File: src/sv/hafr_pkg.sv
`timescale 1ns / 1ps
// ----------------------------------------------------------------------------
// hafr_pkg: shared types, constants and a function
// Codes, limits and the bytewise CRC-16/X.25 update for the HDLC receiver.
// ----------------------------------------------------------------------------
package hafr_pkg;

	// Frame size limits.
	localparam int unsigned MAX_FRAME_BYTES = 2048;
	localparam int unsigned COUNT_W         = 12;
	localparam logic [COUNT_W-1:0] MAX_FRAME_LIMIT = COUNT_W'(MAX_FRAME_BYTES);
	localparam logic [COUNT_W-1:0] CFG_RESET_LEN   = 12'd2048;

	// Line codes.
	localparam logic [7:0] FLAG_BYTE = 8'h7E;
	localparam logic [7:0] ESC_BYTE  = 8'h7D;
	localparam logic [7:0] ESC_XOR   = 8'h20;

	// CRC-16/X.25, reflected.
	localparam logic [15:0] CRC_START     = 16'hFFFF;
	localparam logic [15:0] CRC_GOOD      = 16'hF0B8;
	localparam logic [15:0] CRC_POLY_REFL = 16'h8408;

	// Configuration register indexes.
	localparam logic [1:0] REG_MAX_FRAME_LENGTH = 2'd0;

	// Receiver mode.
	typedef enum logic [1:0] {
		MODE_IDLE = 2'd0,
		MODE_RX   = 2'd1,
		MODE_ESC  = 2'd2,
		MODE_ERR  = 2'd3
	} rx_mode_t;

	// Result kinds.
	typedef enum logic [1:0] {
		KIND_DATA = 2'd0,
		KIND_END  = 2'd1,
		KIND_DROP = 2'd2
	} kind_t;

	// One result item.
	typedef struct packed {
		kind_t              kind;
		logic [7:0]         data;
		logic               crc_ok;
		logic [COUNT_W-1:0] length;
	} result_t;

	// Fold one byte into the running CRC, LSB first.
	function automatic logic [15:0] crc_byte(input logic [15:0] crc, input logic [7:0] b);
		logic [15:0] c;
		c = crc ^ {8'h00, b};
		for (int i = 0; i < 8; i++) begin
			if (c[0]) begin
				c = (c >> 1) ^ CRC_POLY_REFL;
			end else begin
				c = c >> 1;
			end
		end
		return c;
	endfunction

endpackage

File: src/sv/hafr_apb_regs.sv
`timescale 1ns / 1ps
// ----------------------------------------------------------------------------
// hafr_apb_regs: configuration register file
// Holds max_frame_length behind an APB-style port and gives the frame limit
// in force, the smaller of the register and the built-in maximum.
// ----------------------------------------------------------------------------
module hafr_apb_regs
	import hafr_pkg::*;
(
	input  logic                clk,
	input  logic                arst_n,
	input  logic                psel,
	input  logic                penable,
	input  logic                pwrite,
	input  logic [1:0]          paddr,
	input  logic [31:0]         pwdata,
	output logic [31:0]         prdata,
	output logic                pready,
	output logic [COUNT_W-1:0]  frame_limit
);

	logic [COUNT_W-1:0] max_len_q;
	logic               wr_en;

	// Word address of the access; only one register exists.
	assign wr_en  = psel && penable && pwrite && (paddr == REG_MAX_FRAME_LENGTH);
	assign pready = 1'b1;

	// Register write in the access phase.
	always_ff @(posedge clk or negedge arst_n) begin
		if (!arst_n) begin
			max_len_q <= CFG_RESET_LEN;
		end else if (wr_en) begin
			max_len_q <= pwdata[COUNT_W-1:0];
		end
	end

	// Read-back, zero extended.
	assign prdata = {{(32-COUNT_W){1'b0}}, max_len_q};

	// Limit in force.
	assign frame_limit = (max_len_q > MAX_FRAME_LIMIT) ? MAX_FRAME_LIMIT : max_len_q;

endmodule

File: src/sv/hafr_deframer.sv
`timescale 1ns / 1ps
// ----------------------------------------------------------------------------
// hafr_deframer: destuffing and framing state machine
// Decodes one line byte per advance, updates mode, count and CRC, and
// reports the result item it causes, if any.
// ----------------------------------------------------------------------------
module hafr_deframer
	import hafr_pkg::*;
(
	input  logic               clk,
	input  logic               arst_n,
	input  logic [7:0]         byte_s1,
	input  logic               advance,
	input  logic [COUNT_W-1:0] frame_limit,
	output logic               has_result,
	output result_t            result
);

	rx_mode_t           mode_q, mode_d;
	logic [15:0]        crc_q, crc_d;
	logic [COUNT_W-1:0] count_q, count_d;
	logic               prev_flag_q;
	logic               is_flag;
	logic               is_esc;
	logic [7:0]         data_in;
	logic               at_limit;

	assign is_flag  = (byte_s1 == FLAG_BYTE);
	assign is_esc   = (byte_s1 == ESC_BYTE);
	assign data_in  = (mode_q == MODE_ESC) ? (byte_s1 ^ ESC_XOR) : byte_s1;
	assign at_limit = (count_q >= frame_limit);

	// State registers, updated when the item leaves the input register.
	always_ff @(posedge clk or negedge arst_n) begin
		if (!arst_n) begin
			mode_q      <= MODE_IDLE;
			crc_q       <= CRC_START;
			count_q     <= '0;
			prev_flag_q <= 1'b0;
		end else if (advance) begin
			mode_q      <= mode_d;
			crc_q       <= crc_d;
			count_q     <= count_d;
			prev_flag_q <= is_flag;
		end
	end

	// Next state and result for the item in the input register.
	always_comb begin
		mode_d        = mode_q;
		crc_d         = crc_q;
		count_d       = count_q;
		has_result    = 1'b0;
		result.kind   = KIND_DATA;
		result.data   = 8'h00;
		result.crc_ok = 1'b0;
		result.length = '0;
		unique case (mode_q)
			MODE_IDLE, MODE_ERR: begin
				if (is_flag) begin
					mode_d  = MODE_RX;
					crc_d   = CRC_START;
					count_d = '0;
				end
			end
			MODE_RX, MODE_ESC: begin
				if (is_flag) begin
					// Repeated flags in receive mode are ignored.
					if (mode_q == MODE_ESC || !prev_flag_q) begin
						has_result = 1'b1;
						if (mode_q == MODE_RX && count_q >= COUNT_W'(2)) begin
							result.kind   = KIND_END;
							result.crc_ok = (crc_q == CRC_GOOD);
							result.length = count_q;
						end else begin
							result.kind = KIND_DROP;
						end
						mode_d  = MODE_RX;
						crc_d   = CRC_START;
						count_d = '0;
					end
				end else if (mode_q == MODE_RX && is_esc) begin
					mode_d = MODE_ESC;
				end else begin
					// Destuffed data byte, or overflow at the limit.
					has_result = 1'b1;
					if (at_limit) begin
						mode_d      = MODE_ERR;
						result.kind = KIND_DROP;
					end else begin
						mode_d      = MODE_RX;
						count_d     = count_q + COUNT_W'(1);
						crc_d       = crc_byte(crc_q, data_in);
						result.kind = KIND_DATA;
						result.data = data_in;
					end
				end
			end
			default: begin
				mode_d = MODE_IDLE;
			end
		endcase
	end

endmodule

File: src/sv/hdlc_async_frame_receiver.sv
`timescale 1ns / 1ps
// ----------------------------------------------------------------------------
// hdlc_async_frame_receiver: byte-stuffed HDLC deframer with CRC-16/X.25
//
// The line channel (line_byte, line_valid, line_ready) takes one stuffed
// line byte per item. The result channel (result_kind, data_byte, crc_ok,
// frame_length, result_valid, result_ready) gives zero or one item per
// line byte: a destuffed data byte, a frame end with CRC status and length,
// or a frame drop. Frame bytes are streamed and never buffered.
// A line byte is taken into an input register and decoded there, and its
// result is written to the output register as the byte moves on; a held
// result can stall it in between. Throughput is one line byte per cycle
// while no held result stalls; the limit is the decode and bytewise CRC
// update between the two registers. While result_ready is low a held result
// stalls only line bytes that make a result; bytes that make none, such as
// escapes and idle or repeated flags, still drain, and line_ready drops once
// the input register holds a byte that cannot move on.
// Reset (arst_n low) empties both registers, returns the receiver to idle
// and sets max_frame_length to 2048. The APB register may be written only
// while no line byte is in flight.
// ----------------------------------------------------------------------------
module hdlc_async_frame_receiver
	import hafr_pkg::*;
(
	input  logic               clk,
	input  logic               arst_n,
	// Configuration port
	input  logic               psel,
	input  logic               penable,
	input  logic               pwrite,
	input  logic [1:0]         paddr,
	input  logic [31:0]        pwdata,
	output logic [31:0]        prdata,
	output logic               pready,
	// Line channel
	input  logic [7:0]         line_byte,
	input  logic               line_valid,
	output logic               line_ready,
	// Result channel
	output logic [1:0]         result_kind,
	output logic [7:0]         data_byte,
	output logic               crc_ok,
	output logic [COUNT_W-1:0] frame_length,
	output logic               result_valid,
	input  logic               result_ready
);

	logic [COUNT_W-1:0] frame_limit;
	logic               valid_s1;
	logic [7:0]         byte_s1;
	logic               valid_s2;
	result_t            result_s2;
	logic               has_result;
	result_t            result;
	logic               out_free;
	logic               advance;

	hafr_apb_regs u_regs (
		.clk         (clk),
		.arst_n      (arst_n),
		.psel        (psel),
		.penable     (penable),
		.pwrite      (pwrite),
		.paddr       (paddr),
		.pwdata      (pwdata),
		.prdata      (prdata),
		.pready      (pready),
		.frame_limit (frame_limit)
	);

	hafr_deframer u_deframer (
		.clk         (clk),
		.arst_n      (arst_n),
		.byte_s1     (byte_s1),
		.advance     (advance),
		.frame_limit (frame_limit),
		.has_result  (has_result),
		.result      (result)
	);

	// Handshake: an item moves on when its result has room or it makes none.
	assign out_free   = !valid_s2 || result_ready;
	assign advance    = valid_s1 && (!has_result || out_free);
	assign line_ready = !valid_s1 || advance;

	// Input register.
	always_ff @(posedge clk or negedge arst_n) begin
		if (!arst_n) begin
			valid_s1 <= 1'b0;
		end else if (line_ready) begin
			valid_s1 <= line_valid;
		end
	end

	always_ff @(posedge clk) begin
		if (line_ready && line_valid) begin
			byte_s1 <= line_byte;
		end
	end

	// Output register.
	always_ff @(posedge clk or negedge arst_n) begin
		if (!arst_n) begin
			valid_s2 <= 1'b0;
		end else if (out_free) begin
			valid_s2 <= advance && has_result;
		end
	end

	always_ff @(posedge clk) begin
		if (out_free && advance && has_result) begin
			result_s2 <= result;
		end
	end

	assign result_valid = valid_s2;
	assign result_kind  = result_s2.kind;
	assign data_byte    = result_s2.data;
	assign crc_ok       = result_s2.crc_ok;
	assign frame_length = result_s2.length;

endmodule
File: config.mk
export PLATFORM = sky130hd
export DESIGN_NAME = hdlc_async_frame_receiver
export DESIGN_NICKNAME = d
export VERILOG_FILES = /design/src/sv/hafr_pkg.sv /design/src/sv/hafr_apb_regs.sv /design/src/sv/hafr_deframer.sv /design/src/sv/hdlc_async_frame_receiver.sv
export SDC_FILE = /design/constraint.sdc
export NUM_CORES = 1
export LEC_CHECK = 0
export BUFFER_PORTS_ARGS = -buffer_cell sky130_fd_sc_hd__buf_4
export CELL_PAD_IN_SITES_DETAIL_PLACEMENT = 1
export CELL_PAD_IN_SITES_GLOBAL_PLACEMENT = 1
export CORE_UTILIZATION = 41
export CTS_BUF_LIST = sky130_fd_sc_hd__clkbuf_16
export DETAILED_ROUTE_END_ITERATION = 10
export PLACE_DENSITY_LB_ADDON = 0.1
export SLEW_MARGIN = 25
export SYNTH_ARGS = -nofsm -noshare
export SYNTH_HDL_FRONTEND = slang
export SYNTH_SLANG_ARGS = --single-unit
export TNS_END_PERCENT = 10
File: constraint.sdc
create_clock -name clk -period 3.25 [get_ports clk]
set_input_delay 0.65 -clock clk [delete_from_list [all_inputs] [get_ports clk]]
set_output_delay 0.65 -clock clk [all_outputs]
set_load 0.05 [all_outputs]
### Word-level counts from Yosys, hierarchy flattened

Cells that the tools add are included.

| word-level totals | value |
|---|---|
| register bits after elaboration | 76 |
| input port bits | 49 |
| output and inout port bits | 58 |
| word-level logic and storage cells | 129 |

| cells by class | value |
|---|---|
| add/subtract/negate cells | 1 |
| order comparisons | 3 |
| eq/ne operators | 10 |
| muxes and demuxes | 66 |
| bitwise logic cells | 11 |
| reductions and logical operators | 26 |

Operators with widths:

| operator | number |
|---|---|
| 16-bit 2-to-1 mux | 41 |
| 12-bit 2-to-1 mux | 6 |
| 16-bit case mux with 2 select lines | 1 |
| 2-bit inverter with 3-bit output | 8 |
| 12-bit case mux with 2 select lines | 1 |
| 2-bit 2-to-1 mux | 9 |
| 16-bit == test (second input constant) | 1 |
| 8-bit by 7-bit == test with 1-bit output (second input constant) | 2 |
| 16-bit by 8-bit XOR with 16-bit output | 1 |
| 12-bit by 1-bit adder with 12-bit output (second input constant) | 1 |
| 12-bit greater-or-equal comparator | 1 |
| 12-bit by 2-bit greater-or-equal comparator with 1-bit output (second input constant) | 1 |
| 12-bit > comparator (second input constant) | 1 |
| 1-bit logical AND | 10 |
| 10-bit 2-to-1 mux | 1 |
| 8-bit 2-to-1 mux | 1 |
| 6-bit 2-to-1 mux | 1 |
| 3-bit by 2-bit != test with 1-bit output (second input constant) | 2 |
| 5-bit AND reduction | 1 |
| 2-bit == test (second input constant) | 2 |
| 1-bit logical NOT | 4 |
| 2-bit logical NOT | 2 |
| 1-bit logical OR | 4 |
| 1-bit 2-to-1 mux | 4 |
| other kinds (9) | 11 |

### Longest topological paths before layout

| depth | value |
|---|---|
| word-level depth | 51 |
| mapped depth | 12 |

### Modules after synthesis

Synthesis repeated with hierarchy kept, for this count alone.

| unflattened totals | value |
|---|---|
| cell total of the unflattened synthesis | 394 |
| area, all modules | 4304.1 µm² |

Modules (own cells, without submodules):

| module | times used | cells each | area an instance (µm²) | seq. area each (µm²) |
|---|---|---|---|---|
| hafr_deframer | 1 | 290 | 2523.7 | 795.8 |
| hdlc_async_frame_receiver | 1 | 41 | 1037.2 | 980.9 |
| hafr_apb_regs | 1 | 63 | 743.2 | 301.5 |

### Least setup slack after synthesis

No wires, ideal clock.

| timing path | value |
|---|---|
| kind | register to register |
| start | register u_regs.max_len_q[11] |
| end | register u_deframer.crc_q[10] |
| library setup time | 82 ps |
| data arrival time | 2770 ps |
| setup slack | 397 ps |
| cell stages (with the launch flop) | 13 |
| path through | dfstp_2 inv_1 clkbuf_1 nand2_1 ha_1 a21oi_1 o21ai_1 a221oi_2 a31oi_4 nor3b_2 buf_6 buf_12 mux2_4 |

| between the ends | value |
|---|---|
| word-level cells in the longest chain between the ends | 5 |

Ends and longest elaborated chain:

| element | RTL line | text |
|---|---|---|
| start, declared | hafr_apb_regs.sv:22 | `logic [COUNT_W-1:0] max_len_q;` |
| start signal, assigned | hafr_apb_regs.sv:34 | `max_len_q <= pwdata[COUNT_W-1:0];` |
| 12-bit > comparator | hafr_apb_regs.sv:42 | `assign frame_limit = (max_len_q > MAX_FRAME_LIMIT) ? MAX_FRAME_LIMIT : max_len_q;` |
| 12-bit 2-to-1 mux (*) | hafr_apb_regs.sv:42 |  |
| 12-bit greater-or-equal comparator (*) | hafr_deframer.sv:31 | `assign at_limit = (count_q >= frame_limit);` |
| 3-bit by 2-bit != test with 1-bit output (no line) (*) | -- |  |
| 5-bit AND reduction (no line) (*) | -- |  |
| end signal, assigned | hafr_deframer.sv:42 | `crc_q <= crc_d;` |
| end, declared | hafr_deframer.sv:20 | `logic [15:0] crc_q, crc_d;` |

Every way passes the cells marked *; elsewhere a longest branch is shown, timed or not.
A chain may end at the register's enable or synchronous reset.

### Worst setup path after layout

| timing path | value |
|---|---|
| start | register u_deframer.mode_q[0] |
| end | output line_ready |

| between the ends | value |
|---|---|
| word-level cells in the longest chain between the ends | 9 |
| elaborated cells between the ends (all ways) | 13 |
| those cells by class | eq/ne (2); mux (4); reduce/logical (7) |

Ends and longest elaborated chain:

| element | RTL line | text |
|---|---|---|
| start, declared | hafr_deframer.sv:19 | `rx_mode_t mode_q, mode_d;` |
| start signal, assigned | hafr_deframer.sv:41 | `mode_q <= mode_d;` |
| 2-bit by 1-bit == test with 1-bit output or 2-bit == test (tied branches) | hafr_deframer.sv:58, hafr_deframer.sv:82, hafr_deframer.sv:69 |  |
| 1-bit logical AND or 1-bit logical OR (tied branches) | hafr_deframer.sv:82, hafr_deframer.sv:69 |  |
| 1-bit 2-to-1 mux, on equally long branches | hafr_deframer.sv:82, hafr_deframer.sv:69 |  |
| 1-bit 2-to-1 mux | hafr_deframer.sv:67 | `if (is_flag) begin` |
| 1-bit 2-to-1 mux (*) | hafr_deframer.sv:58 | `unique case (mode_q)` |
| 1-bit logical NOT (*) | hdlc_async_frame_receiver.sv:83 | `assign advance = valid_s1 && (!has_result \|\| out_free);` |
| 1-bit logical OR (*) | hdlc_async_frame_receiver.sv:83 |  |
| 1-bit logical AND (*) | hdlc_async_frame_receiver.sv:83 |  |
| 1-bit logical OR (*) | hdlc_async_frame_receiver.sv:84 | `assign line_ready = !valid_s1 \|\| advance;` |
| end, declared | hdlc_async_frame_receiver.sv:38 | `output logic line_ready,` |

Marked as above.

==> flow_summary.json <==
{
  "rsz0062_at_grt": "no",
  "cts_tree": "done",
  "fin_skew_ps": 6.528,
  "grt_pass1_vias": 2943,
  "setup_viol": 0,
  "synthDominantCellAreaShare_pct": 22.38,
  "period_share_pct": 90.41,
  "fmax_ghz": 0.3403,
  "vias": 2934,
  "p_leak_nw": 2.172,
  "io_buffers": 65,
  "min_period_ps": 2938,
  "arrival_ps": 2290,
  "cts_setup_buffers": 0,
  "first_iter_violations": 119,
  "cp_top_family": "buffers and inverters",
  "synthFlopType": "edfxtp_1",
  "htree_levels": 3,
  "grt_first_pass_wirelength_um": 15660,
  "crit_top_cell": "inv_1",
  "fillers": 1105,
  "status": "finished clean",
  "grt_max_degree": 46,
  "ir_worst_vdd_mv": 0.4652,
  "syn_area_mm2": 0.004160,
  "ant_nets": 0,
  "wl_um": 9630,
  "synth_cells": 365,
  "worst_setup_path_end_kind": "output pin",
  "finalSetupTns_ps": 0,
  "worst_pin_slew_ps": 776.0,
  "synth_area_leaders": "edfxtp_1 22%, dfrtp_1 17%, dfstp_2 11%",
  "drive_above_1_share_pct": 31.44,
  "diodes": 0,
  "slew_headroom_pct": 48.02,
  "hold_viol": 0,
  "path_cells": "inv_1 -> ha_1 -> inv_1 -> a21oi_1 -> o21ai_2 -> nand2_1 -> nor2_1 -> inv_1 -> buf_4",
  "row_count": 36,
  "cp.required_ps": 2600,
  "clk_pin_slew_worst_paths_ps": 60,
  "nNetsFinal": 499,
  "dp_hpwl_um": 6964,
  "die_height_um": 102.7,
  "drc_errors": 0,
  "ioPinCount": 107,
  "antenna_found_initial": 0,
  "cap_violations": 0,
  "die_x_um": 102.7,
  "crit_path_start_kind": "flop",
  "ys_types": 61,
  "crit_buf_inv": 4,
  "root_buffer": "clkbuf_16",
  "path_class": "flop to output pin",
  "crit_path_max_fanout": 9,
  "avgSynthCellArea_um2": 11.40,
  "synth_warnings": 0,
  "drv_slew": 0,
  "cts_inserted_buffers": 9,
  "wl_per_cell_um": 16.84,
  "dr.pass1.iters": 4,
  "async_flop_share_pct": 59.21,
  "cts_max_path_buffers": 2,
  "grt-ovfl-total": 0,
  "synth-seq-cells": 76,
  "ys_seq_area_share_pct": 49.95,
  "slowest_stage": "ha_1",
  "synth_edf_count": 31,
  "cts.sinks": 76,
  "total_power_mw": 4.864,
  "initial_core_util_pct": 42.37,
  "core_area_mm2": 0.009819,
  "synth_top_cell_by_area": "edfxtp_1",
  "die_area_mm2": 0.01055,
  "clkLatencyLatePin_ps": 340,
  "syn_to_final_growth_pct": 20.48,
  "track_usage_pct": 20.05,
  "hp-class": "input pin to asynchronous set/reset pin",
  "powerDensity_mw_per_mm2": 970.3,
  "place.gp.congestion": 0.8021,
  "critPathMaxStageDelay_ps": 410,
  "post_drt_via_cell_ratio": 5.129
}
power by group:
part / leakage [nW] / switching [mW] / internal, mW
clock: 0.158 / 0.388 / 0.664
sequential: 0.837 / 0.197 / 1.36
combinational: 1.18 / 1.41 / 0.851
flip-flops by register name, indices dropped and copies added (netlist names):
register	count
result_kind	2
byte_s1	8
crc_ok	1
data_byte	8
u_deframer.mode_q	2
u_deframer.prev_flag_q	1
u_deframer.count_q	12
result_valid	1
u_deframer.crc_q	16
frame_length	12
valid_s1	1
u_regs.max_len_q	12
through the flow:
stage | utilization (%) | cells | instance area, um^2 | hold slack, ps | setup slack, ps
finish | 51.04 | 572 | 5012 | 326.8 | 311.6
global route | 51.04 | 572 | 5012 | 389.9 | 142.9
CTS | 51.01 | 572 | 5009 | 353.1 | 190.0
detailed placement | 47.85 | 556 | 4698 | 484.0 | 325.7
global placement | 47.85 | 556 | 4698 | 469.3 | 396.3
floorplan | - | 384 | 4232 | 354.4 | 397.5
synth_stat cells (3+ instances only):
library cell  count
mux2_2           21
nor4_1            5
or3_1             3
and2_1           23
mux2_4            4
a21oi_1           8
a31oi_1           8
dfrtp_1          28
buf_4            21
nand2_1          38
xnor2_1          18
nand4_1           5
nand2b_1          4
o21ai_0          12
inv_1            11
nor2b_1           3
edfxtp_1         31
dfstp_2          17
nand3_1           6
and4_1            4
and3_1            8
mux2i_1           3
nor2_1           13
buf_6             3
xor2_1            7
ha_1             16
worst register-to-register path, cell delays in order (launching register included):
cell      delay, ps
dfstp_2         550
inv_1           160
nand2_1         110
ha_1            250
a21oi_1         170
o21ai_1         100
a221oi_2        410
a31oi_4         150
nor3b_2         340
buf_12          210
mux2_2          350
path summary, 6_finish.rpt:
path | startpoint | endpoint | slack [ps] | depth (start not counted)
max | u_deframer.mode_q[0] | line_ready | 310 | 9
min | arst_n | u_deframer.count_q[3] | 330 | 1
max reg2reg | u_regs.max_len_q[11] | u_deframer.crc_q[3] | 370 | 10
min reg2reg | u_deframer.crc_q[14] | u_deframer.crc_q[14] | 510 | 2
max in group asynchronous | arst_n | u_deframer.prev_flag_q | 2520 | 1
min in group clk | line_byte[5] | byte_s1[5] | 480 | 1
placed cells by master (no fill, tap or decap), types with 13 or more instances in the layout:
| cell | instances |
|---|---|
| and2_1 | 23 |
| buf_4 | 69 |
| conb_1 | 21 |
| dfrtp_1 | 28 |
| dfstp_2 | 17 |
| edfxtp_1 | 31 |
| ha_1 | 16 |
| inv_1 | 13 |
| mux2_2 | 21 |
| nand2_1 | 38 |
| nor2_1 | 13 |
| xnor2_1 | 18 |
metal layers:
metal	wire, um	share of wire [%]	vias to the layer above	track usage (%)
li1	-	-	1400	-
met1	4688	49	1437	28.62
met2	4397	46	82	30.21
met3	359	3.7	15	2.983
met4	184	1.9	0	8.992
met5	0	0	-	0
what timing repair did:
item / CTS / global route
endpoints found under the hold margin: 0 / 0
hold buffers: 0 / 0
gates resized for setup: 0 / 1
endpoints found under the setup margin: 0 / 1
cell families after synthesis:
kind of cell             Yosys count  synth area share, %
AO/OA/AOI/OAI                     49                8.181
buffers and inverters             42                6.707
adder cells (fa/ha/maj)           16                4.812
XOR/XNOR                          25                5.263
flip-flops                        76                49.95
multiplexers                      28                7.850
AND/OR/NAND/NOR                  127                17.05
other                              2               0.1805
final cells by class:
| cell class | count | area [um^2] | share of cell area, % |
|---|---|---|---|
| tap | 133 | 166.4 | 3.320 |
| inverter | 11 | 41.29 | 0.8238 |
| clock buffer | 9 | 225.2 | 4.493 |
| multi-input combinational | 266 | 1878 | 37.47 |
| clock inverter | 7 | 85.08 | 1.697 |
| timing repair buffer | 70 | 538.0 | 10.73 |
| sequential | 76 | 2078 | 41.46 |
No activity file was read; power rests on OpenSTA's default activity.
